$ cat src/sv/hlpf_pkg.sv
// Shared types and constants for the histogram last-peak finder.
// No dependencies; hlpf_ctrl and the top level use these by scoped name.
package hlpf_pkg;

  localparam int COUNT_W        = 24;
  localparam int PEAK_W         = 10;
  localparam int PCT_W          = 7;
  localparam int CFG_IDX_W      = 2;
  localparam int DEF_MAX_BINS   = 1024;
  localparam int DEF_COUNT_BITS = 24;
  localparam int PCT_SCALE      = 100;

  localparam logic [PCT_W-1:0] NOISE_RESET  = 7'd10;
  localparam logic [PCT_W-1:0] MARGIN_RESET = 7'd99;

  localparam logic [CFG_IDX_W-1:0] REG_NOISE  = 2'd0;
  localparam logic [CFG_IDX_W-1:0] REG_MARGIN = 2'd1;

  typedef struct packed {
    logic [COUNT_W-1:0] bin_count;
    logic               last_bin;
  } bin_item_t;

  typedef struct packed {
    logic [PEAK_W-1:0] peak_bin;
    logic              found;
    logic              truncated;
  } peak_item_t;

  typedef enum logic [1:0] {
    ST_LOAD,
    ST_SCAN,
    ST_POST
  } state_t;

endpackage

$ cat src/sv/hlpf_ctrl.sv
// Load sequencer and backward scan engine for the last-peak finder.
// Uses hlpf_pkg types; drives the ports of hlpf_ram.
module hlpf_ctrl #(
  parameter int MAX_BINS   = hlpf_pkg::DEF_MAX_BINS,
  parameter int COUNT_BITS = hlpf_pkg::DEF_COUNT_BITS
) (
  input  logic                          clk,
  input  logic                          rst,
  input  logic                          bin_valid,
  output logic                          bin_stall,
  input  hlpf_pkg::bin_item_t           bin_item,
  input  logic [hlpf_pkg::PCT_W-1:0]    noise,
  input  logic [hlpf_pkg::PCT_W-1:0]    margin,
  input  logic                          slot_free,
  output logic                          push,
  output hlpf_pkg::peak_item_t          result,
  output logic                          wr_en,
  output logic [$clog2(MAX_BINS)-1:0]   wr_addr,
  output logic [COUNT_BITS-1:0]         wr_data,
  output logic                          rd_en,
  output logic [$clog2(MAX_BINS)-1:0]   rd_addr,
  input  logic [COUNT_BITS-1:0]         rd_data
);

  localparam int AW  = $clog2(MAX_BINS);
  localparam int BLW = $clog2(MAX_BINS + 1);
  localparam int PW  = COUNT_BITS + hlpf_pkg::PCT_W;

  hlpf_pkg::state_t state, state_next;

  logic [BLW-1:0]        bins_loaded;
  logic [COUNT_BITS-1:0] running_max;
  logic                  overflow;
  logic [PW-1:0]         nmax;
  logic [AW-1:0]         rd_ptr;
  logic                  issuing;
  logic                  few;
  logic                  rv1, rl1;
  logic [AW-1:0]         ri1;
  logic [1:0]            fill;
  logic                  wv, wl;
  logic [AW-1:0]         wi;
  logic [PW-1:0]         win_p100 [4];
  logic [PW-1:0]         win_pm   [4];
  logic [AW-1:0]         res_peak;
  logic                  res_found;

  logic                  accept;
  logic                  has_room;
  logic [COUNT_BITS-1:0] count;
  logic                  hit;
  logic                  scan_end;
  logic [AW-1:0]         cand;

  assign count    = COUNT_BITS'(bin_item.bin_count);
  assign has_room = bins_loaded < BLW'(MAX_BINS);
  assign accept   = bin_valid && !bin_stall;

  assign wr_en   = accept && has_room;
  assign wr_addr = bins_loaded[AW-1:0];
  assign wr_data = count;
  assign rd_addr = rd_ptr;

  // Window slot 3 is the candidate, slots 2..0 the three bins below it.
  assign cand = wi + AW'(3);
  assign hit  = wv && !(win_p100[3] < nmax) &&
                (win_p100[2] < win_pm[3]) &&
                (win_p100[1] < win_pm[3]) &&
                (win_p100[0] < win_pm[3]);
  assign scan_end = few || hit || (wv && wl);

  // next state
  always_comb begin
    state_next = state;
    case (state)
      hlpf_pkg::ST_LOAD: begin
        if (accept && bin_item.last_bin) state_next = hlpf_pkg::ST_SCAN;
      end
      hlpf_pkg::ST_SCAN: begin
        if (scan_end) state_next = hlpf_pkg::ST_POST;
      end
      hlpf_pkg::ST_POST: begin
        if (slot_free) state_next = hlpf_pkg::ST_LOAD;
      end
      default: state_next = hlpf_pkg::ST_LOAD;
    endcase
  end

  // outputs
  always_comb begin
    bin_stall = 1'b1;
    push      = 1'b0;
    rd_en     = 1'b0;
    case (state)
      hlpf_pkg::ST_LOAD: bin_stall = 1'b0;
      hlpf_pkg::ST_SCAN: rd_en = issuing;
      hlpf_pkg::ST_POST: push = slot_free;
      default: bin_stall = 1'b1;
    endcase
  end

  always_ff @(posedge clk) begin
    if (rst) begin
      state       <= hlpf_pkg::ST_LOAD;
      bins_loaded <= '0;
      running_max <= '0;
      overflow    <= 1'b0;
      issuing     <= 1'b0;
      rv1         <= 1'b0;
      fill        <= '0;
      wv          <= 1'b0;
    end else begin
      state <= state_next;
      if (accept) begin
        if (has_room) begin
          bins_loaded <= bins_loaded + BLW'(1);
          if (bins_loaded != '0 && count > running_max) running_max <= count;
        end else begin
          overflow <= 1'b1;
        end
        if (bin_item.last_bin) issuing <= 1'b1;
      end
      if (state == hlpf_pkg::ST_SCAN) begin
        rv1 <= rd_en;
        if (rd_en && rd_ptr == '0) issuing <= 1'b0;
        if (rv1) begin
          wv <= (fill == 2'd3);
          if (fill != 2'd3) fill <= fill + 2'd1;
        end else begin
          wv <= 1'b0;
        end
        if (scan_end) issuing <= 1'b0;
      end else begin
        rv1  <= 1'b0;
        fill <= '0;
        wv   <= 1'b0;
      end
      if (push) begin
        bins_loaded <= '0;
        running_max <= '0;
        overflow    <= 1'b0;
      end
    end
  end

  // datapath, no reset needed
  always_ff @(posedge clk) begin
    nmax <= PW'(noise) * PW'(running_max);
    if (accept && bin_item.last_bin) begin
      rd_ptr <= has_room ? bins_loaded[AW-1:0] : AW'(MAX_BINS - 1);
      few    <= has_room && (bins_loaded < BLW'(3));
    end else if (rd_en && rd_ptr != '0) begin
      rd_ptr <= rd_ptr - AW'(1);
    end
    rl1 <= (rd_ptr == '0);
    ri1 <= rd_ptr;
    if (rv1) begin
      for (int i = 3; i > 0; i--) begin
        win_p100[i] <= win_p100[i-1];
        win_pm[i]   <= win_pm[i-1];
      end
      win_p100[0] <= PW'(rd_data) * PW'(hlpf_pkg::PCT_SCALE);
      win_pm[0]   <= PW'(rd_data) * PW'(margin);
      wl <= rl1;
      wi <= ri1;
    end
    if (state == hlpf_pkg::ST_SCAN && scan_end) begin
      res_found <= hit;
      res_peak  <= hit ? cand : '0;
    end
  end

  assign result.peak_bin  = hlpf_pkg::PEAK_W'(res_peak);
  assign result.found     = res_found;
  assign result.truncated = overflow;

endmodule

$ cat config.mk
export PLATFORM = sky130hd
export DESIGN_NAME = hlpf_ctrl
export DESIGN_NICKNAME = d
export VERILOG_FILES = /design/src/sv/hlpf_pkg.sv /design/src/sv/hlpf_ctrl.sv
export SDC_FILE = /design/constraint.sdc
export NUM_CORES = 1
export LEC_CHECK = 0
export ABC_CLOCK_PERIOD_IN_PS = 7100
export BUFFER_PORTS_ARGS = -buffer_cell sky130_fd_sc_hd__buf_4
export CORE_ASPECT_RATIO = 1.4
export CORE_MARGIN = 5
export CORE_UTILIZATION = 35
export CTS_BUF_LIST = sky130_fd_sc_hd__clkbuf_4 sky130_fd_sc_hd__clkbuf_8 sky130_fd_sc_hd__clkbuf_16
export DETAILED_ROUTE_END_ITERATION = 10
export PLACE_DENSITY = 0.49
export SYNTH_ARGS = -nofsm -noshare
export SYNTH_HDL_FRONTEND = slang
export SYNTH_SLANG_ARGS = --single-unit
$ cat constraint.sdc
create_clock -name clk -period 7.1 [get_ports clk]
set_input_delay 0.71 -clock clk [delete_from_list [all_inputs] [get_ports clk]]
set_output_delay 0.71 -clock clk [all_outputs]
set_load 0.005 [all_outputs]
After elaboration in Yosys (flattened, before gate mapping)
Memories as Yosys holds them, arrays and structs flattened. Index checks and enable logic that the tools add are counted.

$add $sub $neg: 4. $mul: 3. Magnitude comparators: 7. Eq/ne operators: 7. Multiplexer cells: 17. Bitwise logic cells: 3. Reduce and logical (&&, ||, !) cells: 29.

Operator list (number): 31-bit < comparator (4); 24-bit by 7-bit multiplier with 31-bit output (1); 7-bit by 24-bit multiplier with 31-bit output (1); 10-bit 2-to-1 mux (3); 24-bit by 5-bit multiplier with 29-bit output, second input constant (1); 24-bit > comparator (1); 1-bit logical AND (13); 11-bit by 1-bit adder with 11-bit output, second input constant (1); 11-bit < comparator, second input constant (1); 11-bit by 2-bit < comparator with 1-bit output, second input constant (1); 11-bit nonzero test (1); 10-bit by 2-bit adder with 10-bit output, second input constant (1); 10-bit zero test (1); 1-bit 2-to-1 mux (10); 10-bit nonzero test (1); 10-bit by 1-bit subtractor with 10-bit output, second input constant (1); 2-bit 2-to-1 mux (3); 2-bit != test, second input constant (3); 2-bit one-hot mux with 3 select lines (1); 2-bit AND reduction (3); 3-bit AND reduction (2); 2-bit equality test, second input constant (2); 2-bit OR reduction (2); 1-bit NOT (3); 8 further kinds (9).

Register bits after elaboration: 118. RAM bits: 248. Bits of input ports: 67. Output and inout port bits: 60. Logic and storage cells: 89. Memories: 2.

Memories: win_p100 (words 4, bits a word 31, rd ports 4, clocked after Yosys merged registers in 0, write ports 4, line hlpf_ctrl.sv:43) `logic [PW-1:0] win_p100 [4];`; win_pm (words 4, bits a word 31, rd ports 4, clocked after Yosys merged registers in 0, write ports 4, line hlpf_ctrl.sv:44) `logic [PW-1:0] win_pm [4];`.

Logic depth before layout (Yosys ltp)
An unclocked memory read counts as a cell.

Depth after elaboration: 11. Gate-level depth with buffers: 20. Gate-level depth less buffers: 19.

Worst setup path before layout
No wires, ideal clock.

Kind: flip-flop to flip-flop. From: reg rv1. To: reg fill[1]. Library setup time: 0.127 ns. Arrival time: 6.578 ns. Required time: 6.973 ns. Setup slack: 0.394 ns. Cell stages (with the launch flop): 4. Buffers on the path: 0. Clock period less this slack: 6.706 ns. Path through: dfxtp_1 nor2b_1 mux2i_1 nor3_1.

Cells in the longest elaborated chain, start to end: 1.

Ends and longest elaborated chain: start: declaration (line hlpf_ctrl.sv:38) `logic rv1, rl1;`; start signal: assignment (line hlpf_ctrl.sv:124) `rv1 <= rd_en;`; 2-bit AND reduction (no source line); end signal: assignment (line hlpf_ctrl.sv:128) `if (fill != 2'd3) fill <= fill + 2'd1;`; end: declaration (line hlpf_ctrl.sv:40) `logic [1:0] fill;`.

Every way passes these cells. A chain may end at the register's enable or synchronous reset.

==> flow_metrics.env <==
export IMPL_drc=0
export IMPL_ant_nets=0
export IMPL_cp_start_kind="primary input"
export IMPL_ys_warn_count=0
export IMPL_drive_gt1_share_pct=7.50
export IMPL_final_core_util_pct=39.3
export IMPL_final_hold_viol_count=0
export IMPL_cpMaxStageDelayCell="fa_1"
export IMPL_clock_skew_ps=17.8
export IMPL_nNetsFinal=3275
export IMPL_setup_viol=0
export IMPL_num_vias=17700
export IMPL_avgViaCountPerCell=4.76
export IMPL_grt_max_degree=170
export IMPL_crit_fanout=24
export IMPL_slew_headroom_pct=11.3
export IMPL_drv_cap=0
export IMPL_cp_end_kind="flop"
export IMPL_p_leak_nw=13.9
export IMPL_slew_viol_final=0
export IMPL_cts_sinks=358
export IMPL_cts_tree="done"
export IMPL_wire_per_inst_um=15.2
export IMPL_crit_top_cell="fa_1"
export IMPL_arrival_ps=5850
export IMPL_grt_pass1_wl_mm=95.6
export IMPL_async_reset_ff_share_pct=0
export IMPL_ys_types=66
export IMPL_timing_hold_ws_ps=397
export IMPL_crit_required_ps=7390
export IMPL_grt_antenna_before_repair=0
export IMPL_die_x_um=247
export IMPL_cp_slowest_stage_delay_ps=540
export IMPL_syn_inst=2571
export IMPL_clk_pin_slew_ps=60
export IMPL_layout_worst_path_cycle_share_pct=78.3
export IMPL_crit_chain="buf_4 > and2_1 > fa_1 > fa_1 > fa_1 > inv_1 > fa_1 > inv_1 > ha_1 > and3_1 > and2_1 > a221o_1 > o21ai_1 > o2111a_1 > nor3_1 > a2111oi_2 > a21oi_1 > xnor2_1"
export IMPL_fin_tns_setup_ps=0
export IMPL_drt_pass1_iterations=4
export IMPL_cp_num_buf_inv=3
export IMPL_first_global_vias=19300
export IMPL_post_cts_resized=0
export IMPL_hpwl_mm=44.1
export IMPL_port_buffers=126
export IMPL_synth_area_per_cell_um2=10.7
export IMPL_peakVddDrop_mv=0.173
export IMPL_die_area_um2=84500
export IMPL_synthToLayoutAreaGrowth_pct=11.3
export IMPL_cts_buffer_depth=3
export IMPL_worstSkewPairLatency_ps=540
export IMPL_syn_nets=3194
export IMPL_globalRouteOverflowTotal=0
export IMPL_seqCellArea_um2=9900
export IMPL_start_util_pct=35.3
export IMPL_fin_crit_ps=5560
export IMPL_max_freq_ghz=0.180
export IMPL_multiInputGateArea_um2=15600
export IMPL_cts_root_buf="clkbuf_16"
export IMPL_die_y_um=342
export IMPL_synth_area_top_cells="edfxtp_1 (30%), fa_1 (17%), ha_1 (14%), dfxtp_1 (6.2%), inv_1 (5.7%)"
export IMPL_synth_edf_count=273
export IMPL_outcome="finished, final reports clean"
export IMPL_place_congestion=0.817
export IMPL_rows=121
export IMPL_ys_flop_type="edfxtp_1"
export IMPL_netlist_area_um2=27600
export IMPL_power_density_nw_per_um2=227
export IMPL_yosysSeqAreaShare_pct=35.9
export IMPL_rsz0062_at_grt="no"
export IMPL_antenna_cells=0
export IMPL_drt_iter0_drc=614
export IMPL_core_region_area_um2=78000
export IMPL_io_pins=127
export IMPL_htree_levels=2
export IMPL_synth_top_area_share_pct=29.8
export IMPL_fillers=7647
export IMPL_postCtsSetupRepairBufs=0
export IMPL_synth_top_cell_by_area="edfxtp_1"
export IMPL_ctsHoldBuffers=0
export IMPL_grt_util_all_layers_pct=13.5
export IMPL_cts_buffers=39
export IMPL_ys_ff_latch=358
export IMPL_critPathTopFamily="adder cells"
export IMPL_worst_pin_slew_ps=1330
export IMPL_routed_wirelength_mm=56.8
export IMPL_critPathKind="in -> reg"
export IMPL_worstHoldPathType="in -> reg"
layout by cell type, fill, tap and decap left out, types with 84 or more instances in the layout:
cell type	instances
a21oi_1	124
and2_1	240
buf_4	128
dfxtp_1	84
edfxtp_1	273
fa_1	237
ha_1	319
inv_1	420
nand2_1	148
nor2_1	88
cell type report:
class | instances | share of cell area (%)
Clock buffer | 46 | 3.45
Clock inverter | 23 | 0.751
Inverter | 420 | 5.14
Multi-Input combinational cell | 1704 | 50.9
Sequential cell | 358 | 32.3
Tap cell | 1045 | 4.26
Timing Repair Buffer | 129 | 3.20
cells in the mapped netlist, types with 61 or more instances:
cell type	instances
xnor2_1	61
o21ai_0	78
edfxtp_1	273
nand2_1	148
dfxtp_1	85
fa_1	237
nor2_1	88
ha_1	319
a21oi_1	124
and2_1	240
inv_1	420
a21o_1	77
kinds of logic after synthesis:
kind of cell,synth area share (%)
xor+xnor,2.92
fa+ha+maj,31.7
flops,35.9
mux,0.145
compound gates,9.44
simple gates,12.4
buf+inv,7.45
routing by layer:
layer	part of all wire [%]	routed length [um]	global-route usage [%]	vias up
met1	42	24100	16.5	8689
met2	52	29500	25.3	234
met5	0	0	0	-
li1	-	-	-	8748
met4	2.4	1350	3.53	0
met3	3.2	1800	1.44	73
power breakdown:
part | switching (mW) | internal [mW] | total, mW | leakage (nW)
clock network | 0.838 | 1.21 | 2.05 | 0.630
registers | 0.0421 | 2.40 | 2.45 | 3.15
logic | 1.41 | 1.05 | 2.46 | 10.1
total | 2.29 | 4.67 | 6.96 | 13.9
state kept, by name, indices dropped and copies added, names as in the netlist:
| name | cells |
|---|---|
| bins_loaded | 11 |
| few | 1 |
| fill | 2 |
| issuing | 1 |
| nmax | 31 |
| overflow | 1 |
| rd_addr | 10 |
| res_found | 1 |
| res_peak | 10 |
| ri1 | 10 |
| rl1 | 1 |
| running_max | 24 |
| rv1 | 1 |
| state | 2 |
| wi | 10 |
| win_p100 | 116 |
| win_pm | 124 |
| wl | 1 |
| wv | 1 |
worst paths after layout:
path | start | end | slack, ps | cells after the start
hold / removal | rst | rv1$_SDFF_PP0_ | 400 | 2
hold reg to reg | ri1[0]$_DFF_P_ | wi[0]$_DFFE_PP_ | 400 | 0
setup / recovery | margin[5] | win_pm[0][30]$_DFFE_PP_ | 1540 | 18
setup reg to reg | running_max[9]$_SDFFE_PP0P_ | nmax[29]$_DFF_P_ | 1640 | 17
metrics by stage:
step / cell area, um2 / power, mW / setup slack [ps] / std cells
floorplan: 27600 / 4.39 / 394 / 2571
global route: 30700 / 7.49 / 1270 / 3725
CTS: 30700 / 7.07 / 1580 / 3725
global placement: 29400 / 4.92 / 1050 / 3656
detailed placement: 29400 / 4.96 / 998 / 3656
finish: 30700 / 6.96 / 1540 / 3725
(Power assumes the default switching activity.)
